==> config.mk <==
export PLATFORM = sky130hd
export DESIGN_NAME = download_error_retry_policy_core
export DESIGN_NICKNAME = d
export VERILOG_FILES = /design/src/drrp_pkg.sv /design/src/drrp_calc.sv /design/src/download_error_retry_policy_core.sv
export SDC_FILE = /design/constraint.sdc
export NUM_CORES = 1
export LEC_CHECK = 0
export ABC_CLOCK_PERIOD_IN_PS = 15600
export BUFFER_PORTS_ARGS = -buffer_cell sky130_fd_sc_hd__buf_4
export CORE_ASPECT_RATIO = 1.25
export CORE_MARGIN = 2
export CORE_UTILIZATION = 25
export DETAILED_ROUTE_END_ITERATION = 12
export PLACE_DENSITY = 0.36
export SETUP_SLACK_MARGIN = 0.02
export SYNTH_ARGS = -nofsm -noshare
export SYNTH_HDL_FRONTEND = slang
export SYNTH_SLANG_ARGS = --single-unit
==> constraint.sdc <==
create_clock -name clk -period 15.6 [get_ports clk]
set_input_delay 1.56 -clock clk [delete_from_list [all_inputs] [get_ports clk]]
set_output_delay 1.56 -clock clk [all_outputs]
set_load 0.02 [all_outputs]
==> src/drrp_pkg.sv <==
// shared types and constants of the download error retry policy block
package drrp_pkg;

    localparam int unsigned NUM_CHAN = 4;
    localparam int unsigned CH_W     = 2;

    // commands
    localparam logic [2:0] CMD_CHUNK_OK    = 3'd0;
    localparam logic [2:0] CMD_PLAYLIST_OK = 3'd1;
    localparam logic [2:0] CMD_CHUNK_ERR   = 3'd2;
    localparam logic [2:0] CMD_PLAYLIST_ERR = 3'd3;

    // media kinds
    localparam logic [2:0] KIND_AUDIO    = 3'd0;
    localparam logic [2:0] KIND_VIDEO    = 3'd1;
    localparam logic [2:0] KIND_AV       = 3'd2;
    localparam logic [2:0] KIND_SUBTITLE = 3'd3;

    // channels
    localparam logic [CH_W-1:0] CH_AUDIO    = 2'd0;
    localparam logic [CH_W-1:0] CH_VIDEO    = 2'd1;
    localparam logic [CH_W-1:0] CH_SUBTITLE = 2'd2;
    localparam logic [CH_W-1:0] CH_PLAYLIST = 2'd3;

    // error codes
    localparam logic [2:0] ERR_NONE       = 3'd0;
    localparam logic [2:0] ERR_CONNECTION = 3'd1;

    // verdicts
    localparam logic [1:0] V_OK         = 2'd0;
    localparam logic [1:0] V_RETRY      = 2'd1;
    localparam logic [1:0] V_CHUNK_FAIL = 2'd2;
    localparam logic [1:0] V_LINK_FAIL  = 2'd3;

    // retry intervals
    localparam logic [10:0] INTERVAL_CONNECTION = 11'd2000;
    localparam logic [10:0] INTERVAL_OTHER      = 11'd200;

    // configuration register indexes
    localparam logic [1:0] REG_LIVE_MODE   = 2'd0;
    localparam logic [1:0] REG_RETRY_LIMIT = 2'd1;
    localparam logic [1:0] REG_CHUNK_LIMIT = 2'd2;
    localparam logic [1:0] REG_FAIL_TIME   = 2'd3;

    typedef struct packed {
        logic [7:0]  retry_count;
        logic [7:0]  failed_chunk_count;
        logic [2:0]  last_error;
        logic [31:0] error_start_time;
        logic        start_valid;
    } chan_rec_t;

    typedef struct packed {
        logic        live_mode;
        logic [7:0]  retry_limit;
        logic [7:0]  chunk_fail_limit;
        logic [31:0] fail_time_ms;
    } cfg_t;

    function automatic logic [7:0] sat_inc(input logic [7:0] v);
        sat_inc = (v == 8'hFF) ? 8'hFF : v + 8'd1;
    endfunction

endpackage

==> src/drrp_calc.sv <==
// error event evaluation: channel record update, verdict and retry interval
module drrp_calc (
    input  drrp_pkg::cfg_t      cfg,
    input  drrp_pkg::chan_rec_t rec,
    input  logic [2:0]          code,
    input  logic [31:0]         now,
    output drrp_pkg::chan_rec_t rec_next,
    output logic [1:0]          verdict,
    output logic [10:0]         interval
);

    logic [7:0]  rc_inc;
    logic        chunk_done;
    logic [7:0]  rc_counted;
    logic [7:0]  fc_counted;
    logic [1:0]  v_counted;
    logic [31:0] start_sel;
    logic        sv_sel;
    logic [31:0] elapsed;
    logic        time_up;

    always_comb
    begin
        rc_inc     = drrp_pkg::sat_inc(rec.retry_count);
        chunk_done = (rc_inc >= cfg.retry_limit);
        rc_counted = chunk_done ? 8'd0 : rc_inc;
        fc_counted = chunk_done ? drrp_pkg::sat_inc(rec.failed_chunk_count)
                                : rec.failed_chunk_count;
        v_counted  = chunk_done ? drrp_pkg::V_CHUNK_FAIL : drrp_pkg::V_RETRY;

        // vod restarts the clock on a code change, live only on the first error
        if (cfg.live_mode)
        begin
            start_sel = rec.start_valid ? rec.error_start_time : now;
            sv_sel    = 1'b1;
        end
        else
        begin
            start_sel = (rec.last_error != code) ? now : rec.error_start_time;
            sv_sel    = (rec.last_error != code) ? 1'b1 : rec.start_valid;
        end
        elapsed = now - start_sel;
        time_up = (elapsed >= cfg.fail_time_ms);

        rec_next                  = rec;
        rec_next.error_start_time = start_sel;
        rec_next.start_valid      = sv_sel;

        if (cfg.live_mode)
        begin
            rec_next.retry_count        = rc_counted;
            rec_next.failed_chunk_count = fc_counted;
            verdict = time_up ? drrp_pkg::V_LINK_FAIL : v_counted;
        end
        else if (code == drrp_pkg::ERR_CONNECTION)
        begin
            rec_next.last_error  = code;
            rec_next.retry_count = rc_inc;
            verdict = time_up ? drrp_pkg::V_LINK_FAIL : drrp_pkg::V_RETRY;
        end
        else
        begin
            rec_next.last_error  = code;
            rec_next.retry_count = rc_counted;
            if (fc_counted >= cfg.chunk_fail_limit)
            begin
                rec_next.failed_chunk_count = cfg.chunk_fail_limit;
                verdict = drrp_pkg::V_LINK_FAIL;
            end
            else
            begin
                rec_next.failed_chunk_count = fc_counted;
                verdict = v_counted;
            end
        end

        if (verdict != drrp_pkg::V_RETRY || code == drrp_pkg::ERR_NONE)
            interval = 11'd0;
        else if (code == drrp_pkg::ERR_CONNECTION)
            interval = drrp_pkg::INTERVAL_CONNECTION;
        else
            interval = drrp_pkg::INTERVAL_OTHER;
    end

endmodule

==> src/download_error_retry_policy_core.sv <==
// top level of the download error retry policy block
//
// Usage: drive cmd, media_kind, err_code and now_ms with start high while
// busy is low; that edge accepts the event. Every accepted event, ignored
// ones included, returns exactly one result: verdict and retry_interval_ms
// are shown for one cycle with done high, registered at the edge after the accept.
// The receiver cannot stall; the result must be taken in that cycle.
// Busy is high during execution, so a new event is taken only after the
// last result is registered. The channel records sit in a four-entry memory;
// the accept edge reads one, the next writes an error's record back and registers the result.
// Configuration uses cfg_valid/cfg_ready with cfg_index and cfg_data;
// cfg_ready is always high and a transfer takes effect at once. Write
// configuration only while the block is idle.
// Reset (rst_n low, asynchronous) restores the register defaults and marks
// all channel records as cleared; no clearing pass is needed.
module download_error_retry_policy_core (
    input  logic        clk,
    input  logic        rst_n,
    input  logic        start,
    output logic        busy,
    input  logic [2:0]  cmd,
    input  logic [2:0]  media_kind,
    input  logic [2:0]  err_code,
    input  logic [31:0] now_ms,
    output logic        done,
    output logic [1:0]  verdict,
    output logic [10:0] retry_interval_ms,
    input  logic        cfg_valid,
    output logic        cfg_ready,
    input  logic [1:0]  cfg_index,
    input  logic [31:0] cfg_data
);

    localparam logic ST_IDLE = 1'b0;
    localparam logic ST_EXEC = 1'b1;

    logic state_reg;
    logic state_next;

    drrp_pkg::cfg_t cfg_reg;

    drrp_pkg::chan_rec_t mem [drrp_pkg::NUM_CHAN];
    drrp_pkg::chan_rec_t rd_data_reg;
    logic [drrp_pkg::NUM_CHAN-1:0] valid_reg;
    logic rd_valid_reg;

    // latched event
    logic [drrp_pkg::CH_W-1:0] ch_reg;
    logic        act_reg;
    logic        is_err_reg;
    logic [2:0]  code_reg;
    logic [31:0] now_reg;

    logic [drrp_pkg::CH_W-1:0] ch_dec;
    logic        act_dec;
    logic        is_err_dec;
    logic [2:0]  code_dec;

    logic        accept;
    drrp_pkg::chan_rec_t rec_cur;
    drrp_pkg::chan_rec_t rec_upd;
    logic [1:0]  calc_verdict;
    logic [10:0] calc_interval;

    logic        done_reg;
    logic [1:0]  verdict_reg;
    logic [10:0] interval_reg;

    assign busy      = (state_reg == ST_EXEC);
    assign accept    = start && !busy;
    assign cfg_ready = 1'b1;

    // channel decode
    always_comb
    begin
        ch_dec     = drrp_pkg::CH_PLAYLIST;
        act_dec    = 1'b1;
        is_err_dec = 1'b0;
        code_dec   = drrp_pkg::ERR_NONE;
        unique case (cmd)
            drrp_pkg::CMD_CHUNK_OK, drrp_pkg::CMD_CHUNK_ERR:
            begin
                is_err_dec = (cmd == drrp_pkg::CMD_CHUNK_ERR);
                code_dec   = err_code;
                unique case (media_kind)
                    drrp_pkg::KIND_AUDIO:               ch_dec = drrp_pkg::CH_AUDIO;
                    drrp_pkg::KIND_VIDEO, drrp_pkg::KIND_AV: ch_dec = drrp_pkg::CH_VIDEO;
                    drrp_pkg::KIND_SUBTITLE:            ch_dec = drrp_pkg::CH_SUBTITLE;
                    default:                            act_dec = 1'b0;
                endcase
            end
            drrp_pkg::CMD_PLAYLIST_OK, drrp_pkg::CMD_PLAYLIST_ERR:
            begin
                is_err_dec = (cmd == drrp_pkg::CMD_PLAYLIST_ERR);
            end
            default: act_dec = 1'b0;
        endcase
    end

    // a cleared entry reads as all zero
    assign rec_cur = rd_valid_reg ? rd_data_reg : '0;

    drrp_calc u_calc (
        .cfg      (cfg_reg),
        .rec      (rec_cur),
        .code     (code_reg),
        .now      (now_reg),
        .rec_next (rec_upd),
        .verdict  (calc_verdict),
        .interval (calc_interval)
    );

    always_comb
    begin
        unique case (state_reg)
            ST_IDLE: state_next = accept ? ST_EXEC : ST_IDLE;
            ST_EXEC: state_next = ST_IDLE;
            default: state_next = ST_IDLE;
        endcase
    end

    always_ff @(posedge clk or negedge rst_n)
    begin
        if (!rst_n)
        begin
            state_reg    <= ST_IDLE;
            valid_reg    <= '0;
            done_reg     <= 1'b0;
            cfg_reg.live_mode        <= 1'b0;
            cfg_reg.retry_limit      <= 8'd3;
            cfg_reg.chunk_fail_limit <= 8'd10;
            cfg_reg.fail_time_ms     <= 32'd120000;
        end
        else
        begin
            state_reg <= state_next;
            done_reg  <= (state_reg == ST_EXEC);
            if (state_reg == ST_EXEC && act_reg)
                valid_reg[ch_reg] <= is_err_reg;
            if (cfg_valid)
            begin
                unique case (cfg_index)
                    drrp_pkg::REG_LIVE_MODE:   cfg_reg.live_mode        <= cfg_data[0];
                    drrp_pkg::REG_RETRY_LIMIT: cfg_reg.retry_limit      <= cfg_data[7:0];
                    drrp_pkg::REG_CHUNK_LIMIT: cfg_reg.chunk_fail_limit <= cfg_data[7:0];
                    drrp_pkg::REG_FAIL_TIME:   cfg_reg.fail_time_ms     <= cfg_data;
                    default: ;
                endcase
            end
        end
    end

    // record memory: read at accept, write back in the execute cycle
    always_ff @(posedge clk)
    begin
        if (accept)
        begin
            rd_data_reg  <= mem[ch_dec];
            rd_valid_reg <= valid_reg[ch_dec];
            ch_reg       <= ch_dec;
            act_reg      <= act_dec;
            is_err_reg   <= is_err_dec;
            code_reg     <= code_dec;
            now_reg      <= now_ms;
        end
        if (state_reg == ST_EXEC && act_reg && is_err_reg)
            mem[ch_reg] <= rec_upd;
    end

    always_ff @(posedge clk)
    begin
        if (state_reg == ST_EXEC)
        begin
            if (act_reg && is_err_reg)
            begin
                verdict_reg  <= calc_verdict;
                interval_reg <= calc_interval;
            end
            else
            begin
                verdict_reg  <= drrp_pkg::V_OK;
                interval_reg <= 11'd0;
            end
        end
    end

    assign done              = done_reg;
    assign verdict           = verdict_reg;
    assign retry_interval_ms = interval_reg;

endmodule

==> flow_summary.ini, run 1 <==
[setup_path]
critical_path_required_ps = 15900
ff2ff_path_depth = 27
r2r_slack_ps = 8900
r2r-start = rd_valid_reg
cp_max_fo = 31
cpPeakStageDelay_ps = 570
cp-start-kind = flip-flop
arrival_ps = 7000
r2r-end = retry_interval_ms[3]
critPathKind = flip-flop to flip-flop
endpoint_kind = flip-flop
crit_cells = 27
cp_slowest_cell = a2bb2oi_1
path_delay_family = compound AO/OA/AOI/OAI gates
critPathBufInv = 3

[sta]
finalCriticalPeriod_ps = 6705
fin_setup_tns_ps = 0
timing.slew.headroom = 0.3205
finalHoldViolations = 0
drv_slew = 0
worstMarginPinSlew_ps = 1019
finClkSkew_ps = 24.43
rsz0062_at_grt = no
fmax_mhz = 149.1
setup-violations-final = 0
period_share = 0.4298

[logic_synthesis]
synth.area.top_cells = edfxtp_1, mux2_2, dfrtp_1
synth-seq-area-share = 0.6016
yosysUniqueCellTypes = 74
ys_warn_count = 0
ys_seq_elements = 360
synth_most_common_cell = edfxtp_1
synth_edf_count = 305
async_flop_share = 0.1528
synth_top_area_frac = 0.5223
ys.flop_type = edfxtp_1
netlist_instances = 1338
synth_common_cells = edfxtp_1, mux2_2, nand2_1, inv_1, ha_1
postSynthAreaPerCell_sq_um = 13.10
syn_area_sq_mm = 0.01753
synthDominantAreaCellType = edfxtp_1

[clock_network]
post_cts_resized = 0
clock-sinks = 360
cts_buffers = 43
clk_pin_slew_ps = 60
post_cts_buffers = 0
cts-hold-fix-buffers = 0
cts_tree = done
htree_num_levels = 2
worstSkewPairLatency_ps = 570
root_buffer = clkbuf_16
clk_path_buf_depth = 3

[run_status]
status = finished, final reports clean

[hold_path]
hp-class = flip-flop to flip-flop
min_to = valid_reg[0]
hold_depth = 1
hp-start = valid_reg[0]

[floorplanning]
initial_core_util = 0.2524
core-area_sq_mm = 0.06946
die_w_um = 240.9
rows = 108
ios = 95
die_area_sq_mm = 0.07229
chipHeight_um = 300.1

[job]
cap_violations = 0

[detailed_routing]
finalWirelength_mm = 49.30
drt-initial-drc-count = 631
drc = 0
ant_nets = 0
dr.pass1.iters = 5
vias = 11150
avgViaCountPerCell = 4.664
wl_per_cell_um = 20.62

[pwr]
p_per_area_mw_per_mm2 = 125.8
power.total_uw = 2593
p_seq_frac = 0.443
p_leak_uw = 0.007667
p_int_uw = 1881
switching_share = 0.2744
peakVddDrop_mv = 0.06205
combPwrFrac = 0.186
p_sw_uw = 711.5
clockPowerShare = 0.371

[grt]
track_usage = 0.1381
grt_pass1_vias = 11900
gr-total-overflow = 0
grt_pass1_wl_mm = 74.47
grt_antenna_before_repair = 0
grt_max_degree = 85

[layout]
fin_cells = 2391
largest_reg_flops = 208
num-fill-cells = 7134
antenna_cells = 0
fin_nets = 1584
design_area_sq_mm = 0.02061
syn_to_final_growth_pct = 17.54
drive_above_1_share = 0.2479

[placement]
dp.cells = 2314
portBuffers = 89
dpl_cell_area_sq_mm = 0.01928
gp_congestion = 0.7874
place_hpwl_mm = 31.10
layout make-up:
| cell class | count | area [sq um] | area share |
|---|---|---|---|
| clock buffer | 62 | 1197 | 0.05810 |
| tap | 935 | 1170 | 0.05676 |
| clock inverter | 15 | 131.4 | 0.006374 |
| timing repair buffer | 106 | 795.8 | 0.03861 |
| multi-input combinational | 818 | 6410 | 0.3110 |
| inverter | 95 | 356.6 | 0.01730 |
| sequential | 360 | 10550 | 0.5118 |
power by group through the flow:
stage	clock (uW)	sequential (uW)	combinational, uW
finish	963	1150	481
global route	1040	1150	543
CTS	1000	1150	493
detailed placement	0	1170	489
global placement	0	1170	487
floorplan	0	1160	337
layer usage:
layer,track usage,vias up,wire length (um)
met5,0,-,0
met4,0.03498,0,991
met3,0.02066,55,1470
met2,0.2493,167,25370
met1,0.1714,5655,21470
li1,-,5275,-
cell families after synthesis:
kind of cell | after synthesis | share of synthesized area
fa+ha+maj | 81 | 0.05780
xor+xnor | 33 | 0.01727
other cells | 2 | 0.0004283
mux | 108 | 0.06893
compound gates | 327 | 0.1416
simple gates | 264 | 0.07464
flops | 360 | 0.6016
buf+inv | 163 | 0.03775
cells in the final DEF, fill, tap and decap left out, types with 5 or more instances in the layout:
cell / netlist / layout
nand3_1: 22 / 20
o221a_2: 53 / 53
a22oi_1: 12 / 12
nor3_1: 16 / 14
xor2_1: 10 / 10
and3_1: 9 / 9
mux2i_1: 6 / 6
and2_1: 16 / 16
clkbuf_16: 0 / 43
nor2b_1: 15 / 14
mux2_2: 102 / 102
o21ai_0: 22 / 22
edfxtp_1: 305 / 305
conb_1: 2 / 5
clkbuf_8: 0 / 5
xnor2_1: 22 / 22
a31oi_1: 8 / 8
nand2_1: 99 / 99
clkinv_2: 0 / 6
o2bb2ai_1: 5 / 5
a21o_1: 36 / 36
nor2_1: 37 / 32
dfrtp_1: 44 / 44
buf_4: 11 / 106
clkbuf_1: 48 / 14
a22o_1: 25 / 25
nand2b_1: 11 / 10
o21ai_1: 6 / 6
a21oi_1: 54 / 54
o21bai_1: 6 / 6
nand4_1: 12 / 12
inv_1: 95 / 95
o22ai_1: 54 / 54
dfstp_2: 11 / 11
ha_1: 81 / 81
per-stage QoR:
stage | worst slack, ps | utilization | hold slack (ps)
after floorplan | 9451 | - | 445.8
after global placement | 9082 | 0.2776 | 461.0
after detailed placement | 8994 | 0.2776 | 466.2
after CTS | 8983 | 0.2967 | 478.3
after global routing | 8372 | 0.2967 | 503.6
final | 8895 | 0.2967 | 479.9
worst max path at each step:
stage,slack (ps),end,from
2_1_floorplan,9450,act_reg,start
3_3_place_gp,9080,retry_interval_ms[7],rd_valid_reg
3_5_place_dp,8990,retry_interval_ms[9],rd_valid_reg
4_1_cts,8980,retry_interval_ms[9],rd_valid_reg
5_1_grt,8370,retry_interval_ms[3],rd_valid_reg
6_report,8900,retry_interval_ms[3],rd_valid_reg
Note: power is estimated with default switching activity, not from simulation.
==> inputs of run 2 (changes only) <==
--- a/config.mk
+++ b/config.mk
@@ -5,7 +5,7 @@
 export SDC_FILE = /design/constraint.sdc
 export NUM_CORES = 1
 export LEC_CHECK = 0
-export ABC_CLOCK_PERIOD_IN_PS = 15600
+export ABC_CLOCK_PERIOD_IN_PS = 6400
 export BUFFER_PORTS_ARGS = -buffer_cell sky130_fd_sc_hd__buf_4
 export CORE_ASPECT_RATIO = 1.25
 export CORE_MARGIN = 2
==> constraint.sdc (replaced) <==
create_clock -name clk -period 6.4 [get_ports clk]
set_input_delay 0.64 -clock clk [delete_from_list [all_inputs] [get_ports clk]]
set_output_delay 0.64 -clock clk [all_outputs]
set_load 0.02 [all_outputs]
==> run 2 against run 1 <==
Compared with the run above:
- critical endpoint is now verdict[1]
- final area rose by 1.4%
- die area did not move
- first-iteration DRC count fell by 6.3%
- largest cell class unchanged
==> flow_summary.ini, run 2 (synthesis gave the netlist of run 1 again) <==
[run_status]
status = finished, final reports clean

[sta]
finalHoldViolations = 0
worstMarginPinSlew_ps = 1103
setup-violations-final = 0
period_share = 0.9437
timing.slew.headroom = 0.2645
finalCriticalPeriod_ps = 6040
fmax_mhz = 165.6
rsz0062_at_grt = no
drv_slew = 0
finClkSkew_ps = 18.25

[placement]
gp_congestion = 0.7811
dp.cells = 2321
portBuffers = 89
place_hpwl_mm = 31.66

[detailed_routing]
avgViaCountPerCell = 4.648
vias = 11170
wl_per_cell_um = 20.89
drc = 0
dr.pass1.iters = 4
ant_nets = 0
drt-initial-drc-count = 591
finalWirelength_mm = 50.20

[pwr]
combPwrFrac = 0.193
p_sw_uw = 1787
p_seq_frac = 0.436
p_leak_uw = 0.007796
p_int_uw = 4624
clockPowerShare = 0.371
p_per_area_mw_per_mm2 = 306.8
peakVddDrop_mv = 0.1863
power.total_uw = 6410
switching_share = 0.2787

[grt]
grt_pass1_vias = 11670
grt_max_degree = 65
track_usage = 0.1393
use_met3 = 0.02167
met2_usage = 0.2461
gr-total-overflow = 0
busiest_layer = met2
grt_pass1_wl_mm = 74.97
grt_util_met1 = 0.1772
grt_antenna_before_repair = 0

[floorplanning]
die_area_sq_mm = 0.07229
rows = 108
ios = 95
core-area_sq_mm = 0.06946
die_w_um = 240.9
initial_core_util = 0.2524
chipHeight_um = 300.1

[setup_path]
critical_path_required_ps = 6710
worst_path_most_repeated_cell = o21ai_2
critPathKind = flip-flop to flip-flop
cp_max_fo = 16
ff2ff_path_depth = 28
cp-start-kind = flip-flop
cp_slowest_cell = edfxtp_1
cpPeakStageDelay_ps = 470
arrival_ps = 6350
endpoint_kind = flip-flop

[layout]
drive_above_1_share = 0.2663
fin_nets = 1597
syn_to_final_growth_pct = 19.17
final_cell_mix = edfxtp_1, buf_4, mux2_2
fin_cells = 2403
largest_reg_flops = 208
final_common_cell = edfxtp_1
antenna_cells = 0

[clock_network]
clock-sinks = 360
worstSkewPairLatency_ps = 570
clk_path_buf_depth = 3
clk_pin_slew_ps = 60
root_buffer = clkbuf_16
cts_tree = done
cts_buffers = 43
htree_num_levels = 2

[job]
cap_violations = 0

[hold_path]
hold_depth = 1
hp-class = input port to flip-flop
==> run 2: cell types whose count changed in the layout (fill, tap and decap cells not counted), moves of 3 or more <==
cell,delta
a22o_4,+3
a22o_1,-3
clkinv_1,+4
buf_4,+9
clkbuf_1,-6
==> run 2: cell type report <==
type | instances | area, sq um
fill | 7071 | 48560
tap | 935 | 1170
clock inverter | 21 | 175.2
inverter | 95 | 356.6
sequential | 360 | 10550
multi-input combinational | 818 | 6534
timing repair buffer | 119 | 938.4
clock buffer | 55 | 1172
==> run 2: final timing paths <==
kind | start | slack [ps] | to
max in group asynchronous | rst_n | 4960 | cfg_reg[46]
min in group asynchronous | rst_n | 450 | cfg_reg[26]
hold reg to reg | valid_reg[3] | 480 | valid_reg[3]
setup reg to reg | code_reg[0] | 360 | verdict[1]
setup / recovery | code_reg[0] | 360 | verdict[1]
hold / removal | now_ms[20] | 240 | now_reg[20]
==> run 2: worst max-delay path, delay by kind of cell, from the launching register on <==
| family | cells | cell delay, ps |
|---|---|---|
| AO/OA/AOI/OAI | 13 | 2560 |
| AND/OR/NAND/NOR | 10 | 1600 |
| adder cells (fa/ha/maj) | 2 | 730 |
| flip-flops | 1 | 470 |
| buffers and inverters | 2 | 250 |
| XOR/XNOR | 1 | 150 |
==> run 2: metal layers <==
metal | up-vias | wire length [um] | part of all wire
met5 | - | 0 | 0
met4 | 0 | 872 | 0.017
met3 | 55 | 1601 | 0.032
met2 | 159 | 25500 | 0.51
met1 | 5662 | 22230 | 0.44
li1 | 5293 | - | -
==> run 2: what timing repair did <==
| action | CTS | global route |
|---|---|---|
| hold buffers | 1 | 0 |
| setup buffers | 0 | 4 |
| cloned | 0 | 1 |
| gates resized for setup | 1 | 24 |
| endpoints found under the hold margin | 9 | 0 |
| pin swaps | 0 | 4 |
| endpoints found under the setup margin | 4 | 9 |
==> run 2: stage by stage <==
stage,worst slack [ps],setup TNS (ps),hold slack [ps],instance area [sq um],util
after global routing,25.40,0,200.7,20900,0.3008
after detailed placement,-2.825,-2.825,468.8,19350,0.2786
after CTS,43.09,0,195.1,20720,0.2983
after global placement,77.03,0,462.1,19350,0.2786
final,360.1,0,242.3,20900,0.3008
after floorplan,757.9,0,344.4,17550,-
==> run 2: power groups by stage <==
stage	logic, uW	registers [uW]	clock network [uW]
finish	1240	2800	2380
global route	1390	2810	2550
CTS	1220	2800	2460
detailed placement	1200	2840	0
global placement	1200	2850	0
floorplan	821	2820	0
